$ cat src/scc_pkg.sv
// shared types and constants of the sector cache controller
// used by every module of the block; no dependencies
`default_nettype none
package scc_pkg;

  localparam int CACHE_SLOTS  = 4;
  localparam int DEVICE_COUNT = 8;
  localparam int SLOT_W       = 2;
  localparam int DEV_W        = 3;
  localparam int ADDR_W       = 64;
  localparam int CNT_W        = 16;
  localparam int MASK_W       = 8;

  localparam logic [SLOT_W-1:0] SLOT_LAST = SLOT_W'(CACHE_SLOTS - 1);
  localparam logic [DEV_W:0]    DEV_LIMIT = (DEV_W + 1)'(DEVICE_COUNT);

  localparam int                APB_AW        = 3;
  localparam logic [0:0]        REG_CACHEABLE = 1'b0;

  typedef enum logic [1:0] {
    FN_READ      = 2'd0,
    FN_WRITE     = 2'd1,
    FN_FLUSH_DEV = 2'd2,
    FN_FLUSH_ALL = 2'd3
  } func_t;

  typedef enum logic [2:0] {
    K_DONE = 3'd0,
    K_WB   = 3'd1,
    K_FILL = 3'd2,
    K_PRD  = 3'd3,
    K_PWR  = 3'd4
  } kind_t;

  typedef enum logic [3:0] {
    ST_IDLE,
    ST_L_RD,
    ST_L_CHK,
    ST_V_RD,
    ST_V_CHK,
    ST_FILL,
    ST_PASS,
    ST_F_RD,
    ST_F_CHK,
    ST_DONE
  } state_t;

  typedef struct packed {
    func_t              func;
    logic [DEV_W-1:0]   dev;
    logic [ADDR_W-1:0]  addr;
    logic [CNT_W-1:0]   cnt;
    logic [3:0]         wbmask;
    logic               fillf;
    logic               ptf;
  } req_t;

  typedef struct packed {
    logic [DEV_W-1:0]  dev;
    logic [ADDR_W-1:0] addr;
  } tag_t;

  typedef struct packed {
    logic              rd_en;
    logic              wr_en;
    logic [SLOT_W-1:0] addr;
    tag_t              wr_tag;
  } ram_req_t;

  typedef struct packed {
    kind_t             kind;
    logic [SLOT_W-1:0] slot;
    logic [DEV_W-1:0]  dev;
    logic [ADDR_W-1:0] addr;
    logic [CNT_W-1:0]  cnt;
    logic              status;
    logic              last;
  } beat_t;

endpackage
`default_nettype wire

$ cat src/sector_cache_controller.sv
// one request beat in, one to five result beats out; sequential, one request at a time
// probe reads the tag memory one slot at a time, each in a read state and then a check state
// the next request is accepted once the done beat is loaded and the sequencer is back in idle
// reset clears the slot flags, victim pointer and mask; no clearing pass
// depends on scc_pkg, scc_tag_ram, scc_apb_regs, scc_ctrl
`default_nettype none
module sector_cache_controller
  import scc_pkg::*;
(
  input  wire logic              clk,
  input  wire logic              rst,
  input  wire logic              s_tvalid,
  output logic                   s_tready,
  // device_id, block_address, sector_count, writeback_fail_mask, fill_fail,
  // passthrough_fail, zero pad
  input  wire logic [95:0]       s_tdata,
  // func
  input  wire logic [1:0]        s_tuser,
  output logic                   m_tvalid,
  input  wire logic              m_tready,
  // slot, target_device, target_address, transfer_count, status, zero pad
  output logic [87:0]            m_tdata,
  // kind
  output logic [2:0]             m_tuser,
  output logic                   m_tlast,
  input  wire logic              psel,
  input  wire logic              penable,
  input  wire logic              pwrite,
  input  wire logic [APB_AW-1:0] paddr,
  input  wire logic [31:0]       pwdata,
  output logic [31:0]            prdata,
  output logic                   pready
);

  req_t              in_req;
  beat_t             beat;
  ram_req_t          ram_req;
  tag_t              rd_tag;
  logic [MASK_W-1:0] cacheable_mask;

  assign in_req.func   = func_t'(s_tuser);
  assign in_req.dev    = s_tdata[2:0];
  assign in_req.addr   = s_tdata[66:3];
  assign in_req.cnt    = s_tdata[82:67];
  assign in_req.wbmask = s_tdata[86:83];
  assign in_req.fillf  = s_tdata[87];
  assign in_req.ptf    = s_tdata[88];

  assign m_tdata = {2'b00, beat.status, beat.cnt, beat.addr, beat.dev, beat.slot};
  assign m_tuser = beat.kind;
  assign m_tlast = beat.last;

  scc_apb_regs u_regs (
    .clk            (clk),
    .rst            (rst),
    .psel           (psel),
    .penable        (penable),
    .pwrite         (pwrite),
    .paddr          (paddr),
    .pwdata         (pwdata),
    .prdata         (prdata),
    .pready         (pready),
    .cacheable_mask (cacheable_mask)
  );

  scc_tag_ram u_tags (
    .clk    (clk),
    .req    (ram_req),
    .rd_tag (rd_tag)
  );

  scc_ctrl u_ctrl (
    .clk            (clk),
    .rst            (rst),
    .in_valid       (s_tvalid),
    .in_ready       (s_tready),
    .in_req         (in_req),
    .out_valid      (m_tvalid),
    .out_ready      (m_tready),
    .out_beat       (beat),
    .cacheable_mask (cacheable_mask),
    .ram_req        (ram_req),
    .rd_tag         (rd_tag)
  );

endmodule
`default_nettype wire

$ cat src/scc_tag_ram.sv
// tag memory of the cache slots: device and block address per slot
// one write and one registered read per cycle; uses scc_pkg
`default_nettype none
module scc_tag_ram
  import scc_pkg::*;
(
  input  wire logic     clk,
  input  wire ram_req_t req,
  output tag_t          rd_tag
);

  tag_t mem [CACHE_SLOTS];

  always_ff @(posedge clk) begin
    if (req.wr_en) begin
      mem[req.addr] <= req.wr_tag;
    end
    if (req.rd_en) begin
      rd_tag <= mem[req.addr];
    end
  end

endmodule
`default_nettype wire

$ cat src/scc_apb_regs.sv
// configuration register file: cacheable device mask behind an apb port
// uses scc_pkg
`default_nettype none
module scc_apb_regs
  import scc_pkg::*;
(
  input  wire logic              clk,
  input  wire logic              rst,
  input  wire logic              psel,
  input  wire logic              penable,
  input  wire logic              pwrite,
  input  wire logic [APB_AW-1:0] paddr,
  input  wire logic [31:0]       pwdata,
  output logic [31:0]            prdata,
  output logic                   pready,
  output logic [MASK_W-1:0]      cacheable_mask
);

  logic wr_hit;

  assign pready = 1'b1;
  assign wr_hit = psel && penable && pwrite && pready && (paddr[2:2] == REG_CACHEABLE);

  always_ff @(posedge clk) begin
    if (rst) begin
      cacheable_mask <= '0;
    end else if (wr_hit) begin
      cacheable_mask <= pwdata[MASK_W-1:0];
    end
  end

  always_comb begin
    prdata = '0;
    if (paddr[2:2] == REG_CACHEABLE) begin
      prdata = {(32 - MASK_W)'(0), cacheable_mask};
    end
  end

endmodule
`default_nettype wire

$ cat src/scc_ctrl.sv
// request sequencer: slot probe, victim allocation, flush walk, pass-through, result register
// holds slot valid and dirty flags and the victim pointer; uses scc_pkg
`default_nettype none
module scc_ctrl
  import scc_pkg::*;
(
  input  wire logic              clk,
  input  wire logic              rst,
  input  wire logic              in_valid,
  output logic                   in_ready,
  input  wire req_t              in_req,
  output logic                   out_valid,
  input  wire logic              out_ready,
  output beat_t                  out_beat,
  input  wire logic [MASK_W-1:0] cacheable_mask,
  output ram_req_t               ram_req,
  input  wire tag_t              rd_tag
);

  state_t state, state_next;

  logic [CACHE_SLOTS-1:0] valid;
  logic [CACHE_SLOTS-1:0] dirty;
  logic [SLOT_W-1:0]      victim;
  logic [SLOT_W-1:0]      idx;
  logic [SLOT_W-1:0]      done_slot;
  logic                   done_status;
  req_t                   req;

  logic  accept, out_free, out_load, dev_known;
  logic  hit, idx_last, need_wb, v_go, sel, f_go, wb_fail, is_wr;
  beat_t beat_next;

  assign in_ready  = (state == ST_IDLE);
  assign accept    = in_valid && in_ready;
  assign out_free  = !out_valid || out_ready;
  assign dev_known = {1'b0, in_req.dev} < DEV_LIMIT;

  assign idx_last = (idx == SLOT_LAST);
  assign is_wr    = (req.func == FN_WRITE);
  assign hit      = valid[idx] && (rd_tag.dev == req.dev) && (rd_tag.addr == req.addr);
  assign need_wb  = valid[idx] && dirty[idx];
  assign v_go     = !need_wb || out_free;
  assign sel      = valid[idx] && dirty[idx] &&
                    ((req.func == FN_FLUSH_ALL) || (rd_tag.dev == req.dev));
  assign f_go     = !sel || out_free;
  assign wb_fail  = req.wbmask[idx];

  always_comb begin
    state_next = state;
    unique case (state)
      ST_IDLE: begin
        if (accept) begin
          if (in_req.func == FN_FLUSH_DEV || in_req.func == FN_FLUSH_ALL) begin
            if (in_req.func == FN_FLUSH_DEV && !dev_known) state_next = ST_DONE;
            else                                            state_next = ST_F_RD;
          end else if (!dev_known || in_req.cnt == '0) begin
            state_next = ST_DONE;
          end else if (in_req.cnt != CNT_W'(1) || !cacheable_mask[in_req.dev]) begin
            state_next = ST_PASS;
          end else begin
            state_next = ST_L_RD;
          end
        end
      end
      ST_L_RD:  state_next = ST_L_CHK;
      ST_L_CHK: begin
        if (hit)           state_next = ST_DONE;
        else if (idx_last) state_next = ST_V_RD;
        else               state_next = ST_L_RD;
      end
      ST_V_RD:  state_next = ST_V_CHK;
      ST_V_CHK: begin
        if (v_go) state_next = is_wr ? ST_DONE : ST_FILL;
      end
      ST_FILL:  if (out_free) state_next = ST_DONE;
      ST_PASS:  if (out_free) state_next = ST_DONE;
      ST_F_RD:  state_next = ST_F_CHK;
      ST_F_CHK: begin
        if (f_go) state_next = idx_last ? ST_DONE : ST_F_RD;
      end
      ST_DONE:  if (out_free) state_next = ST_IDLE;
      default:  state_next = ST_IDLE;
    endcase
  end

  always_comb begin
    out_load       = 1'b0;
    beat_next      = '0;
    ram_req        = '0;
    ram_req.addr   = idx;
    ram_req.wr_tag = '{dev: req.dev, addr: req.addr};
    unique case (state)
      ST_L_RD, ST_V_RD, ST_F_RD: ram_req.rd_en = 1'b1;
      ST_V_CHK: begin
        ram_req.wr_en = v_go;
        out_load      = v_go && need_wb;
        beat_next     = '{kind: K_WB, slot: idx, dev: rd_tag.dev, addr: rd_tag.addr,
                          cnt: CNT_W'(1), status: 1'b0, last: 1'b0};
      end
      ST_FILL: begin
        out_load  = out_free;
        beat_next = '{kind: K_FILL, slot: idx, dev: req.dev, addr: req.addr,
                      cnt: CNT_W'(1), status: 1'b0, last: 1'b0};
      end
      ST_PASS: begin
        out_load  = out_free;
        beat_next = '{kind: (req.func == FN_READ) ? K_PRD : K_PWR, slot: '0,
                      dev: req.dev, addr: req.addr, cnt: req.cnt,
                      status: 1'b0, last: 1'b0};
      end
      ST_F_CHK: begin
        out_load  = sel && out_free;
        beat_next = '{kind: K_WB, slot: idx, dev: rd_tag.dev, addr: rd_tag.addr,
                      cnt: CNT_W'(1), status: 1'b0, last: 1'b0};
      end
      ST_DONE: begin
        out_load  = out_free;
        beat_next = '{kind: K_DONE, slot: done_slot, dev: '0, addr: '0, cnt: '0,
                      status: done_status, last: 1'b1};
      end
      default: ;
    endcase
  end

  always_ff @(posedge clk) begin
    if (rst) begin
      state     <= ST_IDLE;
      valid     <= '0;
      dirty     <= '0;
      victim    <= '0;
      out_valid <= 1'b0;
    end else begin
      state <= state_next;
      if (out_load)       out_valid <= 1'b1;
      else if (out_ready) out_valid <= 1'b0;
      case (state)
        ST_L_CHK: begin
          if (hit && is_wr) dirty[idx] <= 1'b1;
          if (!hit && idx_last) victim <= (victim == SLOT_LAST) ? '0 : victim + 1'b1;
        end
        ST_V_CHK: begin
          if (v_go) begin
            valid[idx] <= is_wr;
            dirty[idx] <= is_wr;
          end
        end
        ST_FILL: begin
          if (out_free && !req.fillf) valid[idx] <= 1'b1;
        end
        ST_F_CHK: begin
          if (f_go && sel && !wb_fail) dirty[idx] <= 1'b0;
        end
        default: ;
      endcase
    end
  end

  always_ff @(posedge clk) begin
    if (out_load) out_beat <= beat_next;
    case (state)
      ST_IDLE: begin
        if (accept) begin
          req         <= in_req;
          idx         <= '0;
          done_slot   <= '0;
          done_status <= !dev_known;
        end
      end
      ST_L_CHK: begin
        if (hit)           done_slot <= idx;
        else if (idx_last) idx       <= victim;
        else               idx       <= idx + 1'b1;
      end
      ST_V_CHK: if (v_go) done_slot <= idx;
      ST_FILL:  if (out_free) done_status <= req.fillf;
      ST_PASS:  if (out_free) done_status <= req.ptf;
      ST_F_CHK: begin
        if (f_go) begin
          if (sel && wb_fail) done_status <= 1'b1;
          if (!idx_last)      idx         <= idx + 1'b1;
        end
      end
      default: ;
    endcase
  end

  a_busy_after_accept: assert property (@(posedge clk) disable iff (rst)
    accept |=> state != ST_IDLE)
    else $error("request accepted but sequencer stayed idle");

  a_dirty_implies_valid: assert property (@(posedge clk) disable iff (rst)
    (dirty & ~valid) == '0)
    else $error("dirty flag set on an invalid slot");

  a_victim_on_miss: assert property (@(posedge clk) disable iff (rst)
    !$stable(victim) |-> $past(state) == ST_L_CHK)
    else $error("victim pointer moved outside a miss");

endmodule
`default_nettype wire
$ cat config.mk
export PLATFORM = sky130hd
export DESIGN_NAME = sector_cache_controller
export DESIGN_NICKNAME = d
export VERILOG_FILES = /design/src/scc_pkg.sv /design/src/sector_cache_controller.sv /design/src/scc_tag_ram.sv /design/src/scc_apb_regs.sv /design/src/scc_ctrl.sv
export SDC_FILE = /design/constraint.sdc
export NUM_CORES = 1
export LEC_CHECK = 0
export BUFFER_PORTS_ARGS = -buffer_cell sky130_fd_sc_hd__clkbuf_2
export CAP_MARGIN = 20
export CORE_AREA = 2 2 206 248
export DETAILED_ROUTE_END_ITERATION = 10
export DIE_AREA = 0 0 208 250
export GPL_TIMING_DRIVEN = 0
export RECOVER_POWER = 100
export SKIP_CTS_REPAIR_TIMING = 1
export SYNTH_ARGS = -nofsm -noshare
export SYNTH_HDL_FRONTEND = slang
export SYNTH_HIERARCHICAL = 1
export SYNTH_SLANG_ARGS = --single-unit
export TNS_END_PERCENT = 1
$ cat constraint.sdc
create_clock -name clk -period 11.3 [get_ports clk]
set_clock_uncertainty 0.15 [all_clocks]
set_input_delay 0 -clock clk [delete_from_list [all_inputs] [get_ports clk]]
set_output_delay 0 -clock clk [all_outputs]
set_load 0.01 [all_outputs]
==> flow_summary_export.csv <==
group,metric,value,unit
cells_and_area,nFillCells,4129,
pwr,leakagePower,9.15,nW
global_routing,grt-ovfl-total,0,
worst_setup_path,cp-end-kind,"register",
cts,cts_tree,"yes",
timing,hold_viol,1,
route,drt-total-wl,50.8,mm
route,ant_nets,0,
worst_setup_path,cp.buffers_inverters,3,
worst_setup_path,cp.arrival,6.81,ns
floorplan,core-area,49800,sq um
timing,hold_slack,-0.000793,ns
global_routing,antenna_found_initial,0,
cells_and_area,area_growth,23.6,%
timing,period_minus_slack,6.79,ns
timing,setup_ws,4.51,ns
timing,max_slew_margin,-1.81,
worst_setup_path,worstSetupPathType,"register to register",
worst_setup_path,cp_common_cell,"clkbuf_1",
placed_design,dp_slack,7.60,ns
cells_and_area,n_antenna_cell,0,
status,outcome,"finished with violations",
timing,slew_viol_final,363,
route,vias_per_cell,5.12,
worst_setup_path,critPathSlowestCell,"and2_0",
floorplan,start_util,0.435,
floorplan,die_y,250,um
floorplan,die-area,52000,sq um
worst_setup_path,max_stage_delay,3.08,ns
route,drc_errors,0,
logic_synthesis,syn_area,21600,sq um
placed_design,port_buffers,206,
timing,rsz0062_at_grt,"false",
flow_run,cap_viol_max_count,9,
logic_synthesis,seq_area_frac_synth,0.745,
worst_setup_path,crit_chain,"clkbuf_1, or2_1, clkbuf_1, nor3_1, and2_0, clkbuf_1",
cts,clock_path_buffers,3,
status,violations,"hold timing, capacitance limit, slew limit",
logic_synthesis,yosys.area.top_type,"edfxtp_1",
cts,cts.sinks,544,
cells_and_area,postLayoutCoreUtil,0.537,
cells_and_area,drive_above_1_share,0.166,
logic_synthesis,yosysWarnings,6,
cts,cts_made_buffers,54,
worst_setup_path,required,11.32,ns
pwr,p_per_area,237,nW/um^2
cts,ctsRootBufferMaster,"clkbuf_16",
placed_design,detailed_place_hpwl,33.2,mm
route,vias,12000,
logic_synthesis,synth_xor_area_frac,0.0259,
global_routing,grt_usage,0.188,
logic_synthesis,synth.top_cells.by_area,"edfxtp_1, mux4_2, buf_4",
global_routing,grt_max_degree,55,
logic_synthesis,yosys.area_share.simple,0.0459,
logic_synthesis,synth_edf_count,521,
timing,setup_viol,0,
logic_synthesis,synth_compound_area_frac,0.0452,
timing,tightest_slew,4.21,ns
route,drt_iter0_markers,766,
logic_synthesis,ys_ff_latch,544,
pwr,ir_worst_vdd,142,uV
placed_design,place.gp.congestion,0.840,
global_routing,grt_pass1_wl,72.5,mm
worst_hold_path,hold_path.class,"primary input to register",
timing,post-route-period-util,0.601,
route,routedWlPerCell,21.7,um
global_routing,grt_pass1_vias,11500,
logic_synthesis,synthAdderAreaFrac,0.00289,
logic_synthesis,async_flop_share,0,
logic_synthesis,avgSynthCellArea,18.8,sq um
logic_synthesis,synthMuxAreaShare,0.0853,
worst_setup_path,worstPathMaxFanout,54,
logic_synthesis,synth_ff_type,"edfxtp_1",
logic_synthesis,synth_top_family_by_area,"multiplexers",
logic_synthesis,synth_cell_types,69,
cells_and_area,multi_input_area,4490,sq um
floorplan,rows,90,
floorplan,die_x,208,um
cts,clkTransAtPathRegs,0.06,ns
logic_synthesis,synthCells,1151,
cells_and_area,finalNetCount,1799,
cts,clk_latency,0.61,ns
worst_setup_path,cp-start-kind,"register",
cells_and_area,seq_area,16100,sq um
route,drtPass1Iterations,5,
timing,fmax,147,MHz
worst_setup_path,crit_family,"simple AND/OR/NAND/NOR gates",
logic_synthesis,synth_top_area_share,0.723,
cts,cts-htree-levels,2,
floorplan,io_pins,267,
-- logic make-up (layout without fill, tap and decap cells) --
| kind of cell | after synthesis | after routing |
|---|---|---|
| buffers and inverters | 152 | 675 |
| other | 3 | 27 |
| adders and majority gates | 5 | 5 |
| xor gates and xnor gates | 64 | 64 |
| DFF | 544 | 544 |
| AOI/OAI and AO/OA | 121 | 121 |
| and+or+nand+nor | 168 | 168 |
| muxes | 94 | 94 |
-- area by class of cell --
cell class / instances / share of cell area
Tap cell: 644 / 0.0301
Sequential cell: 544 / 0.603
Timing Repair Buffer: 423 / 0.109
Clock buffer: 64 / 0.0520
Multi-Input combinational cell: 479 / 0.168
Clock inverter: 36 / 0.00899
Buffer: 140 / 0.0280
Inverter: 12 / 0.00169
-- per-layer routing --
layer | GRT usage | wire, um | vias up
met5 | 0 | 0 | -
met4 | 0.0486 | 1060 | 0
met3 | 0.0328 | 2530 | 70
met2 | 0.321 | 25800 | 354
met1 | 0.250 | 21500 | 6124
li1 | - | - | 5445
-- registers in the layout, indices dropped and copies added (netlist names), 8 cells and up --
register               cells
u_ctrl/req                24
u_ctrl/out_beat           90
u_regs/cacheable_mask      8
u_tags/mem               268
u_tags/rd_tag             67
u_ctrl/ram_req            67
-- layout by cell type, fill, tap and decap left out, types with 3 or more instances in the layout --
| master | synthesis | final |
|---|---|---|
| edfxtp_1 | 521 | 521 |
| clkbuf_1 | 17 | 260 |
| dlygate4sd3_1 | 0 | 194 |
| clkbuf_2 | 0 | 81 |
| mux4_2 | 72 | 72 |
| a22o_1 | 65 | 65 |
| xor2_1 | 58 | 58 |
| clkbuf_16 | 0 | 54 |
| nand2_1 | 29 | 29 |
| buf_4 | 94 | 27 |
| conb_1 | 3 | 27 |
| dfxtp_1 | 23 | 23 |
| nor2_1 | 21 | 21 |
| mux2i_1 | 20 | 20 |
| nand2b_1 | 19 | 19 |
| nor4_1 | 17 | 18 |
| clkinv_1 | 0 | 15 |
| clkinv_2 | 0 | 13 |
| a31oi_1 | 12 | 12 |
| nor2b_1 | 10 | 10 |
| nor3_1 | 8 | 10 |
| inv_1 | 10 | 10 |
| and2_1 | 18 | 10 |
| o21ai_0 | 8 | 9 |
| and2_0 | 0 | 8 |
| a21oi_1 | 8 | 8 |
| and2b_2 | 8 | 8 |
| nand3_1 | 6 | 6 |
| xnor2_1 | 6 | 6 |
| and3_1 | 6 | 6 |
| buf_12 | 6 | 6 |
| nand4_1 | 5 | 5 |
| ha_1 | 5 | 5 |
| inv_6 | 0 | 4 |
| o21ai_1 | 4 | 3 |
| buf_6 | 4 | 3 |
-- per-stage QoR --
step / area, sq um / setup TNS [ns] / instances / power (mW)
after floorplan: 21700 / 0 / 1175 / 4.14
after global placement: 23600 / -48.49 / 2025 / 4.77
after detailed placement: 23900 / 0 / 2048 / 4.80
after CTS: 25600 / 0 / 2148 / 6.49
after global routing: 26700 / 0 / 2342 / 6.64
final: 26700 / 0 / 2342 / 6.34
-- synthesized netlist by cell type, types with 6 or more instances --
| master | instances |
|---|---|
| edfxtp_1 | 521 |
| buf_4 | 94 |
| mux4_2 | 72 |
| a22o_1 | 65 |
| xor2_1 | 58 |
| nand2_1 | 29 |
| dfxtp_1 | 23 |
| nor2_1 | 21 |
| mux2i_1 | 20 |
| nand2b_1 | 19 |
| and2_1 | 18 |
| buf_2 | 17 |
| clkbuf_1 | 17 |
| nor4_1 | 17 |
| a31oi_1 | 12 |
| inv_1 | 10 |
| nor2b_1 | 10 |
| a21oi_1 | 8 |
| and2b_2 | 8 |
| nor3_1 | 8 |
| o21ai_0 | 8 |
| and3_1 | 6 |
| buf_12 | 6 |
| nand3_1 | 6 |
| xnor2_1 | 6 |
-- report_power, final --
| group | switching (mW) | total [mW] | internal (mW) |
|---|---|---|---|
| combinational | 0.972 | 1.60 | 0.629 |
| sequential | 0.207 | 3.06 | 2.86 |
| clock | 0.749 | 1.67 | 0.924 |
-- tightest hold or removal path, stage by stage --
cell and delay [ns]:
clkbuf_2 0.07, nor2b_1 0.07, clkbuf_1 0.25, nand2_1 0.12, o21ai_1 0.07, o211a_1 0.13
-- final timing paths --
| check | from | end | slack, ns | cells past startpoint |
|---|---|---|---|---|
| setup / recovery | u_ctrl/state[0]$_SDFFE_PP0P_ | u_ctrl/ram_req[6]$_DFFE_PP_ | 4.51 | 6 |
| hold / removal | m_tready | u_ctrl/state[1]$_SDFFE_PP0P_ | -0.0008 | 6 |
| setup reg to reg | u_ctrl/state[0]$_SDFFE_PP0P_ | u_ctrl/ram_req[6]$_DFFE_PP_ | 4.51 | 6 |
| hold reg to reg | u_ctrl/dirty[0]$_SDFFE_PP0P_ | u_ctrl/dirty[0]$_SDFFE_PP0P_ | 0.32 | 2 |
(Power assumes the default switching activity.)
